### src/sv/fpr_pkg.sv
// Shared types and constants for the fan PWM ramp controller.
package fpr_pkg;

  localparam int unsigned PCT_W   = 7;
  localparam int unsigned SEL_W   = 2;
  localparam int unsigned ACC_W   = 15;
  localparam int unsigned STEP_W  = 15;
  localparam int unsigned WAIT_W  = 16;
  localparam int unsigned FRAC_W  = 8;
  localparam int unsigned CFG_IDX_W  = 3;
  localparam int unsigned CFG_DATA_W = 16;

  localparam logic [PCT_W-1:0] FULL_PCT = 7'd100;
  localparam logic [ACC_W-1:0] FULL_Q   = 15'd25600;

  // Configuration register indexes
  localparam logic [CFG_IDX_W-1:0] CFG_MIN_START = 3'd0;
  localparam logic [CFG_IDX_W-1:0] CFG_IDLE      = 3'd1;
  localparam logic [CFG_IDX_W-1:0] CFG_RAMP_UP   = 3'd2;
  localparam logic [CFG_IDX_W-1:0] CFG_RAMP_DOWN = 3'd3;
  localparam logic [CFG_IDX_W-1:0] CFG_SPINDOWN  = 3'd4;

  // Configuration reset values
  localparam logic [PCT_W-1:0]  RST_MIN_START = 7'd30;
  localparam logic [PCT_W-1:0]  RST_IDLE      = 7'd20;
  localparam logic [STEP_W-1:0] RST_RAMP_UP   = 15'd256;
  localparam logic [STEP_W-1:0] RST_RAMP_DOWN = 15'd256;
  localparam logic [WAIT_W-1:0] RST_SPINDOWN  = 16'd100;

  typedef enum logic [2:0] {
    MODE_SPINDOWN = 3'b001,
    MODE_RAMPING  = 3'b010,
    MODE_MINSTART = 3'b100
  } mode_e;

  typedef struct packed {
    logic [SEL_W-1:0] motor_sel;
    logic [PCT_W-1:0] request_pct;
  } in_item_t;

  typedef struct packed {
    logic [SEL_W-1:0] motor_out;
    logic [PCT_W-1:0] duty_pct;
  } out_item_t;

  typedef struct packed {
    logic [PCT_W-1:0]  min_start_pct;
    logic [PCT_W-1:0]  idle_pct;
    logic [STEP_W-1:0] ramp_up_step;
    logic [STEP_W-1:0] ramp_down_step;
    logic [WAIT_W-1:0] spindown_ticks;
  } cfg_t;

  typedef struct packed {
    mode_e             mode;
    logic [WAIT_W-1:0] wait_count;
    logic [PCT_W-1:0]  goal_pct;
    logic [ACC_W-1:0]  accum_q;
    logic [PCT_W-1:0]  last_duty;
  } mot_state_t;

  typedef struct packed {
    logic             emit;
    logic [PCT_W-1:0] duty;
  } step_res_t;

endpackage

### src/sv/fpr_step.sv
// Next-state and duty update for one motor on one tick.
module fpr_step (
  input  fpr_pkg::mot_state_t       state_i,
  input  fpr_pkg::cfg_t             cfg_i,
  input  logic [fpr_pkg::PCT_W-1:0] request_pct_i,
  output fpr_pkg::mot_state_t       state_o,
  output fpr_pkg::step_res_t        res_o
);
  import fpr_pkg::*;

  always_comb begin
    mot_state_t        ns;
    step_res_t         res;
    logic [PCT_W-1:0]  req;
    logic [PCT_W-1:0]  mstart;
    logic [WAIT_W-1:0] wc;
    logic              go;
    logic              do_ramp;
    logic [ACC_W-1:0]  tq;
    logic [ACC_W-1:0]  acc;
    logic [ACC_W-1:0]  acc_n;
    logic [PCT_W-1:0]  whole;

    ns      = state_i;
    res     = '0;
    go      = 1'b1;
    do_ramp = 1'b0;
    wc      = state_i.wait_count;
    req     = (request_pct_i > FULL_PCT) ? FULL_PCT : request_pct_i;
    mstart  = (cfg_i.min_start_pct > FULL_PCT) ? FULL_PCT : cfg_i.min_start_pct;

    if (state_i.mode == MODE_MINSTART) begin
      // Kick level reached: take the request as the new target next
      if (state_i.accum_q == {state_i.goal_pct, {FRAC_W{1'b0}}}) begin
        ns.goal_pct = req;
        ns.mode     = MODE_RAMPING;
      end else begin
        do_ramp = 1'b1;
      end
    end else begin
      if (state_i.mode != MODE_RAMPING) begin
        if (wc != '0) begin
          wc = wc - 1'b1;
        end
        ns.wait_count = wc;
        if (wc != '0) begin
          go = 1'b0;
        end else begin
          ns.mode = MODE_RAMPING;
        end
      end
      if (go) begin
        if (req == '0) begin
          if (state_i.goal_pct != '0 || state_i.accum_q != '0) begin
            ns.wait_count = cfg_i.spindown_ticks;
            ns.accum_q    = '0;
            ns.goal_pct   = '0;
            ns.last_duty  = '0;
            ns.mode       = MODE_SPINDOWN;
            res.emit      = 1'b1;
            res.duty      = '0;
          end
        end else if (req < mstart && state_i.goal_pct < cfg_i.idle_pct) begin
          ns.goal_pct = mstart;
          ns.mode     = MODE_MINSTART;
          do_ramp     = 1'b1;
        end else begin
          ns.goal_pct = req;
          do_ramp     = 1'b1;
        end
      end
    end

    // Step toward the target, landing exactly on it
    tq  = {ns.goal_pct, {FRAC_W{1'b0}}};
    acc = ns.accum_q;
    if (acc < tq) begin
      acc_n = ((tq - acc) <= cfg_i.ramp_up_step) ? tq : acc + cfg_i.ramp_up_step;
    end else begin
      acc_n = ((acc - tq) <= cfg_i.ramp_down_step) ? tq : acc - cfg_i.ramp_down_step;
    end
    whole = acc_n[ACC_W-1:FRAC_W];

    if (do_ramp && acc != tq) begin
      ns.accum_q = acc_n;
      if (whole != ns.last_duty) begin
        ns.last_duty = whole;
        res.emit     = 1'b1;
        res.duty     = whole;
      end
    end

    state_o = ns;
    res_o   = res;
  end

endmodule

### src/sv/fan_pwm_ramp_controller.sv
// Top level of the fan PWM soft-start ramp controller.
//
//  channel | direction | handshake            | payload
//  --------+-----------+----------------------+------------------------------
//  in      | input     | in_valid_i/in_stall_o | in_i   {motor_sel, request_pct}
//  out     | output    | out_valid_o/out_stall_i | out_o {motor_out, duty_pct}
//  cfg     | input     | cfg_we_i             | cfg_idx_i, cfg_wdata_i
//
// One tick request per cycle sustained unless stalled. A transfer lands
// in the stage register, is evaluated against its motor's state in the
// next cycle and its result, if any, enters the output register as the
// stage advances. Per-motor state is written back at evaluation, so
// back-to-back ticks on the same motor see each other's updates. A stalled
// output blocks the stage only when the staged tick produces a result. Reset
// restores the configuration defaults and puts every motor into spin-down.
module fan_pwm_ramp_controller #(
  parameter int unsigned NUM_MOTORS = 4
) (
  input  logic                          clk_i,
  input  logic                          rst_ni,
  input  logic                          in_valid_i,
  output logic                          in_stall_o,
  input  fpr_pkg::in_item_t             in_i,
  output logic                          out_valid_o,
  input  logic                          out_stall_i,
  output fpr_pkg::out_item_t            out_o,
  input  logic                          cfg_we_i,
  input  logic [fpr_pkg::CFG_IDX_W-1:0] cfg_idx_i,
  input  logic [fpr_pkg::CFG_DATA_W-1:0] cfg_wdata_i
);
  import fpr_pkg::*;

  localparam int unsigned IDX_W = (NUM_MOTORS > 1) ? $clog2(NUM_MOTORS) : 1;
  localparam int unsigned CMP_W = 5;

  // Configuration registers
  cfg_t cfg_q;

  always_ff @(posedge clk_i or negedge rst_ni) begin
    if (!rst_ni) begin
      cfg_q.min_start_pct  <= RST_MIN_START;
      cfg_q.idle_pct       <= RST_IDLE;
      cfg_q.ramp_up_step   <= RST_RAMP_UP;
      cfg_q.ramp_down_step <= RST_RAMP_DOWN;
      cfg_q.spindown_ticks <= RST_SPINDOWN;
    end else if (cfg_we_i) begin
      case (cfg_idx_i)
        CFG_MIN_START: cfg_q.min_start_pct  <= cfg_wdata_i[PCT_W-1:0];
        CFG_IDLE:      cfg_q.idle_pct       <= cfg_wdata_i[PCT_W-1:0];
        CFG_RAMP_UP:   cfg_q.ramp_up_step   <= cfg_wdata_i[STEP_W-1:0];
        CFG_RAMP_DOWN: cfg_q.ramp_down_step <= cfg_wdata_i[STEP_W-1:0];
        CFG_SPINDOWN:  cfg_q.spindown_ticks <= cfg_wdata_i[WAIT_W-1:0];
        default: begin
          // drop writes to unknown indexes
        end
      endcase
    end
  end

  // Stage register holding the accepted tick
  in_item_t stage_q;
  logic     stage_valid_q;

  // Output register
  out_item_t out_q;
  logic      out_valid_q;

  // Per-motor state
  mot_state_t mot_q [NUM_MOTORS];

  logic [CMP_W-1:0] sel_ext;
  logic [IDX_W-1:0] sel_idx;
  logic             sel_ok;
  mot_state_t       cur_state;
  mot_state_t       nxt_state;
  step_res_t        step_res;
  logic             out_free;
  logic             advance;
  logic             in_take;

  assign sel_ext   = CMP_W'(stage_q.motor_sel);
  assign sel_idx   = sel_ext[IDX_W-1:0];
  assign sel_ok    = (sel_ext < CMP_W'(NUM_MOTORS));
  assign cur_state = mot_q[sel_idx];

  fpr_step u_step (
    .state_i       (cur_state),
    .cfg_i         (cfg_q),
    .request_pct_i (stage_q.request_pct),
    .state_o       (nxt_state),
    .res_o         (step_res)
  );

  // Advance the stage unless its result has nowhere to go
  assign out_free   = !out_valid_q || !out_stall_i;
  assign advance    = stage_valid_q && (!(sel_ok && step_res.emit) || out_free);
  assign in_stall_o = stage_valid_q && !advance;
  assign in_take    = in_valid_i && !in_stall_o;

  always_ff @(posedge clk_i or negedge rst_ni) begin
    if (!rst_ni) begin
      stage_valid_q <= 1'b0;
    end else if (in_take) begin
      stage_valid_q <= 1'b1;
    end else if (advance) begin
      stage_valid_q <= 1'b0;
    end
  end

  always_ff @(posedge clk_i) begin
    if (in_take) begin
      stage_q <= in_i;
    end
  end

  // Write back the motor state; ignore ticks for absent motors
  always_ff @(posedge clk_i or negedge rst_ni) begin
    if (!rst_ni) begin
      for (int i = 0; i < NUM_MOTORS; i++) begin
        mot_q[i].mode       <= MODE_SPINDOWN;
        mot_q[i].wait_count <= RST_SPINDOWN;
        mot_q[i].goal_pct   <= '0;
        mot_q[i].accum_q    <= '0;
        mot_q[i].last_duty  <= '0;
      end
    end else if (advance && sel_ok) begin
      mot_q[sel_idx] <= nxt_state;
    end
  end

  always_ff @(posedge clk_i or negedge rst_ni) begin
    if (!rst_ni) begin
      out_valid_q <= 1'b0;
    end else if (advance && sel_ok && step_res.emit) begin
      out_valid_q <= 1'b1;
    end else if (out_free) begin
      out_valid_q <= 1'b0;
    end
  end

  always_ff @(posedge clk_i) begin
    if (advance && sel_ok && step_res.emit) begin
      out_q.motor_out <= stage_q.motor_sel;
      out_q.duty_pct  <= step_res.duty;
    end
  end

  assign out_valid_o = out_valid_q;
  assign out_o       = out_q;

  // Emitted duty never exceeds full scale
  assert property (@(posedge clk_i) disable iff (!rst_ni)
    out_valid_o |-> out_o.duty_pct <= FULL_PCT)
    else $error("duty above full scale");

  // Accumulator of the first motor stays within full scale
  assert property (@(posedge clk_i) disable iff (!rst_ni)
    mot_q[0].accum_q <= FULL_Q)
    else $error("accumulator above full scale");

  // Input is held back only while a staged tick waits
  assert property (@(posedge clk_i) disable iff (!rst_ni)
    in_stall_o |-> stage_valid_q && out_valid_q && out_stall_i)
    else $error("input stalled without a blocked result");

  // A held stage keeps the first motor's state untouched
  assert property (@(posedge clk_i) disable iff (!rst_ni)
    in_stall_o |=> $stable(mot_q[0]))
    else $error("motor state changed while stage held");

endmodule

### config.mk
export PLATFORM = sky130hd
export DESIGN_NAME = fan_pwm_ramp_controller
export DESIGN_NICKNAME = d
export VERILOG_FILES = /design/src/sv/fpr_pkg.sv /design/src/sv/fpr_step.sv /design/src/sv/fan_pwm_ramp_controller.sv
export SDC_FILE = /design/constraint.sdc
export NUM_CORES = 1
export LEC_CHECK = 0
export ABC_CLOCK_PERIOD_IN_PS = 14040
export CAP_MARGIN = 20
export CORE_MARGIN = 2
export CORE_UTILIZATION = 25
export CTS_CLUSTER_SIZE = 10
export DETAILED_ROUTE_END_ITERATION = 7
export DONT_BUFFER_PORTS = 1
export PLACE_DENSITY = 0.38
export SETUP_SLACK_MARGIN = 0.05
export SLEW_MARGIN = 20
export SYNTH_ARGS = -nofsm -noshare
export SYNTH_HDL_FRONTEND = slang
export SYNTH_SLANG_ARGS = --single-unit
export TNS_END_PERCENT = 10
### constraint.sdc
create_clock -name clk_i -period 14.04 [get_ports clk_i]
set_clock_uncertainty 0.05 [all_clocks]
set_input_delay 2.106 -clock clk_i [delete_from_list [all_inputs] [get_ports clk_i]]
set_output_delay 2.106 -clock clk_i [all_outputs]
set_load 0.02 [all_outputs]
* Word level (Yosys, flattened, before mapping)
Index checks and enable logic that the tools add are counted.
Word-level totals: register bits after elaboration 272, bits in latches 0, bits in writable memories 0, ROM bits 0, logic and storage cells 135, memories kept 0
Cells by class: add/sub/neg operators 5, $mul 0, div/mod/pow operators 0, magnitude comparators 10, eq/ne operators 9, shift operators 0, muxes and demuxes 49, bitwise gates (word level) 1, reduce and logical (&&, ||, !) cells 30
Operator list (count):
- 48-bit two-way mux | 5
- 192-bit bitwise mux | 1
- 48-bit binary-select mux with 2-bit select | 1
- 48-bit demux with 2-bit select | 1
- 16-bit two-way mux | 5
- 22-bit two-way mux | 3
- 7-bit two-way mux | 7
- 8-bit two-way mux | 6
- 15-bit two-way mux | 3
- 15-bit subtractor | 3
- 16-bit nonzero test | 2
- 15-bit less-or-equal comparator | 2
- 19-bit two-way mux | 1
- 16-bit by 1-bit subtractor with 16-bit output, second input constant | 1
- 15-bit adder | 1
- 15-bit == test | 1
- 15-bit < comparator | 1
- 3-bit two-way mux | 5
- 15-bit != test | 1
- 15-bit nonzero test | 1
- 7-bit greater-than comparator, second input constant | 2
- 7-bit < comparator | 2
- 1-bit two-way mux | 11
- 2-bit AND reduction | 5
- 16 further kinds | 33

* Depth between registers and ports, before layout
depth after elaboration 31, mapped depth 43, gate-level depth less buffers 34

* Hierarchy
A second synthesis with hierarchy kept.
Unflattened totals: cell total of the unflattened synthesis 1432, area, all modules 16639.7 um^2
By module, submodules not included:
- fan_pwm_ramp_controller | instances 1, cells each 628, area an instance 11262.1 um^2, sequential area each 6930.4 um^2
- fpr_step | instances 1, cells each 804, area an instance 5377.7 um^2, sequential area each 0.0 um^2

* Worst setup path after synthesis
No wires, ideal clock.
path type flip-flop to output port, start register stage_q (netlist bit sel_idx[0]), end output port in_stall_o, arrival time 8.657 ns, data required time 11.884 ns, path slack 3.227 ns, cell stages (with the launch flop) 40, path through edfxtp_1 > buf_6 > buf_8 > buf_6 > buf_2 > mux4_2 > ha_1 > and4_1 > a211oi_1 > o221ai_1 > a211oi_1 > clkbuf_1 > mux2_2 > nand4_1 > mux2i_1 > or2_2 > clkbuf_1 > inv_1 > [4 not listed] > nand2b_1 > a211oi_1 > nor2_1 > ha_1 > a21o_1 > a211oi_1 > nor2b_1 > a311oi_1 > o21ai_1 > o21a_1 > a211oi_1 > or4_1 > o211ai_1 > o211ai_1 > o21ai_0 > clkbuf_1 > nand2_1 > and3_1
RTL lines:
- start, declared | line fan_pwm_ramp_controller.sv:61 | in_item_t stage_q;
- start signal, assigned | line fan_pwm_ramp_controller.sv:112 | stage_q <= in_i;
- end, declared | line fan_pwm_ramp_controller.sv:22 | output logic in_stall_o,

* Worst setup path in the final report
start register stage_q (netlist bit sel_idx[0]), end output port in_stall_o
Between the ends: cells in the longest elaborated chain, start to end 27, elaborated cells on any way between the ends 58, those cells by class 5 x add/sub; 5 x order compare; 5 x eq/ne; 29 x mux; 1 x bitwise; 13 x reduce/logical
Ends and longest elaborated chain:
- 2-bit NOT with 3-bit output (implied by the code) | line fan_pwm_ramp_controller.sv:84 | assign cur_state = mot_q[sel_idx];
- 48-bit binary-select mux with 2-bit select | line fan_pwm_ramp_controller.sv:84
- 48-bit two-way mux (implied by the code) (2 in series) | line fan_pwm_ramp_controller.sv:84
- 16-bit by 1-bit subtractor with 16-bit output or 16-bit nonzero test (tied branches) | line fpr_step.sv:43, fpr_step.sv:42
- 16-bit two-way mux | line fpr_step.sv:42 | if (wc != '0) begin
- 16-bit two-way mux | line fpr_step.sv:41 | if (state_i.mode != MODE_RAMPING) begin
- 16-bit two-way mux | line fpr_step.sv:32 | if (state_i.mode == MODE_MINSTART) begin
- 16-bit nonzero test | line fpr_step.sv:46 | if (wc != '0) begin
- [10 not listed]
- 8-bit two-way mux | line fpr_step.sv:86 | if (whole != ns.last_duty) begin
- 8-bit two-way mux | line fpr_step.sv:84 | if (do_ramp && acc != tq) begin
- 1-bit logical AND * | line fan_pwm_ramp_controller.sv:96 | assign advance = stage_valid_q && (!(sel_ok && step_res.emit) || out_free);
- 1-bit logical NOT * | line fan_pwm_ramp_controller.sv:96
- 1-bit logical OR * | line fan_pwm_ramp_controller.sv:96
- 1-bit logical AND * | line fan_pwm_ramp_controller.sv:96
- 1-bit logical NOT * | line fan_pwm_ramp_controller.sv:97 | assign in_stall_o = stage_valid_q && !advance;
- 1-bit logical AND * | line fan_pwm_ramp_controller.sv:97
Mark *: on every way between the ends. The rest lies on a longest branch, timed or not. The select of a mux whose other input is x is not followed.

==> results_dict.tcl <==
set metrics [dict create \
    status "completed" \
    min_period_over_period 0.909 \
    drt-total-wl_mm 50.4 \
    core-area_um2 65500 \
    cts_root_buffer "clkbuf_16" \
    synth_top_area_cell "dfrtp_1" \
    cp_common_cell "nand2_1" \
    slew_headroom 0.327 \
    worstRegToRegCells 34 \
    grt_setup_unrepaired "no" \
    hold_path_end "mot_q[38]$_DFFE_PN0P_" \
    yosysTopAreaCellShare 0.344 \
    grt_pass1_wl_mm 77.7 \
    synthTopCellsByArea "dfrtp_1 (34%), mux2_2 (15%), mux4_2 (6.4%), ha_1 (5.8%), dfstp_2 (4.3%)" \
    hp-class "reg2reg" \
    reg2reg_from "sel_idx[0]$_DFFE_PP_" \
    cts_tree "done" \
    synth_edf_count 18 \
    first_iter_violations 787 \
    cts_buffers 36 \
    maxSlewViolCount 0 \
    drtPass1Iterations 5 \
    viasPerCell 4.89 \
    clockBufferDepth 3 \
    dpl.hpwl_mm 36.7 \
    die_h_um 261 \
    path_clk_slew_ns 0.06 \
    tightest_slew_ns 1.01 \
    via_count 11500 \
    arrival_ns 10.61 \
    initial_core_util 0.252 \
    ys.flop_type "dfrtp_1" \
    gp_congestion 0.832 \
    die_w_um 261 \
    critPathMaxStageDelay_ns 0.82 \
    ff2ff_setup_slack_ns 2.56 \
    final_cell_mix "dfrtp_1 (227), mux2_2 (218), nand2_1 (97)" \
    hold_violations 0 \
    ant_nets 0 \
    layout_commonest_cell "dfrtp_1" \
    syn_inst 1464 \
    dieArea_um2 68100 \
    gr-usage-all-layers 0.151 \
    cp.required_ns 11.88 \
    hold_depth 1 \
    yosysSeqAreaShare 0.420 \
    r2r_end "mot_q[129]$_DFFE_PN0P_" \
    setup_viol 0 \
    cts_resized 0 \
    postCtsHoldBufs 0 \
    netlist_area_um2 16500 \
    wl_per_cell_um 21.5 \
    grt_pass1_vias 12100 \
    setup-tns-final_ns 0 \
    fmax_mhz 78.3 \
    synthDistinctLibCells 90 \
    worstSetupPathType "reg2out" \
    hp-start "mot_q[38]$_DFFE_PN0P_" \
    finish.net_count 1571 \
    path_max_fanout 31 \
    row_count 94 \
    period_minus_slack_ns 12.77 \
    port_buffers 0 \
    syn-num-nets 1577 \
    cts.sinks 272 \
    maxCapViolations 0 \
    ys_warn_count 0 \
    start_kind "flip-flop" \
    overflow 0 \
    end_kind "primary output" \
    syn_area_per_cell_um2 11.3 \
    cts-htree-levels 2 \
    clk-insertion-delay-late_ns 0.56 \
    cts_setup_buffers 0 \
    top_level_ports 44 \
    drive_gt1_frac 0.281 \
    synthArstFlopShare 0.934 \
    n_antenna_cell 0 \
    synth-seq-cells 272 \
    grt_start_max_net_pins 255 \
    drc 0 \
    slowest_stage "edfxtp_1" \
    area.growth.synth_to_final_pct 13.1 \
    antenna_found_initial 0 \
]
-- metal layers --
metal | part of all wire | GRT usage | vias up | routed length, µm
met1 | 0.51 | 0.221 | 5835 | 25600
met2 | 0.43 | 0.230 | 184 | 21900
met4 | 0.019 | 0.0378 | 0 | 978
met5 | 0 | 0 | - | 0
met3 | 0.037 | 0.0252 | 53 | 1880
li1 | - | - | 5410 | -
-- worst max path at each step --
stage	start	endpoint	depth (start not counted)
final	sel_idx[0]$_DFFE_PP_	in_stall_o	34
after global routing	sel_idx[1]$_DFFE_PP_	in_stall_o	35
after CTS	sel_idx[1]$_DFFE_PP_	in_stall_o	35
after detailed placement	sel_idx[1]$_DFFE_PP_	in_stall_o	35
after global placement	sel_idx[1]$_DFFE_PP_	in_stall_o	35
after floorplan	sel_idx[0]$_DFFE_PP_	in_stall_o	39
-- cell type report --
type / count / area (µm²)
timing repair buffer: 20 / 163
clock inverter: 7 / 96.3
sequential: 272 / 6930
fill: 6689 / 46900
clock buffer: 56 / 1070
tap: 864 / 1080
multi-input combinational: 1049 / 9020
inverter: 79 / 297
-- sequential cells by signal, indices dropped and copies added, names as in the netlist --
| register | count |
|---|---|
| sel_idx | 2 |
| mot_q | 192 |
| out_valid_o | 1 |
| out_o | 9 |
| cfg_q | 60 |
| stage_valid_q | 1 |
| stage_q | 7 |
-- synthesized netlist by cell type (8+ instances only) --
cell type,count
dfstp_2,27
a211oi_1,11
a21o_1,23
inv_1,79
and2_1,13
nand3_1,22
and3_1,10
nand2_1,97
dfrtp_1,227
nor2_1,95
and4_1,8
edfxtp_1,18
xnor2_1,34
buf_2,23
o211ai_1,9
mux2_4,19
o21a_1,19
o21ai_0,69
nor4_1,11
ha_1,77
o22ai_1,14
a21oi_1,68
clkbuf_1,32
mux2i_1,11
mux2_2,218
mux4_2,47
a221oi_1,8
xor2_1,9
nor3_1,23
nand2b_1,8
-- worst max-delay path, delay by kind of cell (launching register included) --
| family | cells | cell delay [ns] |
|---|---|---|
| flip-flops | 1 | 0.82 |
| XOR/XNOR | 1 | 0.18 |
| adder cells (fa/ha/maj) | 3 | 0.92 |
| multiplexers | 1 | 0.66 |
| AO/OA/AOI/OAI | 12 | 3.11 |
| AND/OR/NAND/NOR | 13 | 3.58 |
| buffers and inverters | 4 | 0.78 |
-- cells by family after synthesis --
group | share of synthesized area
flops | 0.420
compound gates | 0.116
fa+ha+maj | 0.0626
buf+inv | 0.0375
mux | 0.238
simple gates | 0.103
xor+xnor | 0.0228
-- metrics by stage --
step | hold WS [ns] | utilization | area [µm²] | cells | worst slack [ns]
after floorplan | 0.371 | - | 16500 | 1464 | 3.23
after CTS | 0.453 | 0.285 | 18700 | 2347 | 1.34
final | 0.450 | 0.285 | 18700 | 2347 | 1.27
after detailed placement | 0.441 | 0.267 | 17500 | 2284 | 1.99
after global placement | 0.430 | 0.267 | 17500 | 2284 | 2.01
after global routing | 0.457 | 0.285 | 18700 | 2347 | 0.514
Power is not shown: default switching activity piles up to over one toggle a cycle in this logic, so the estimate is an artifact.
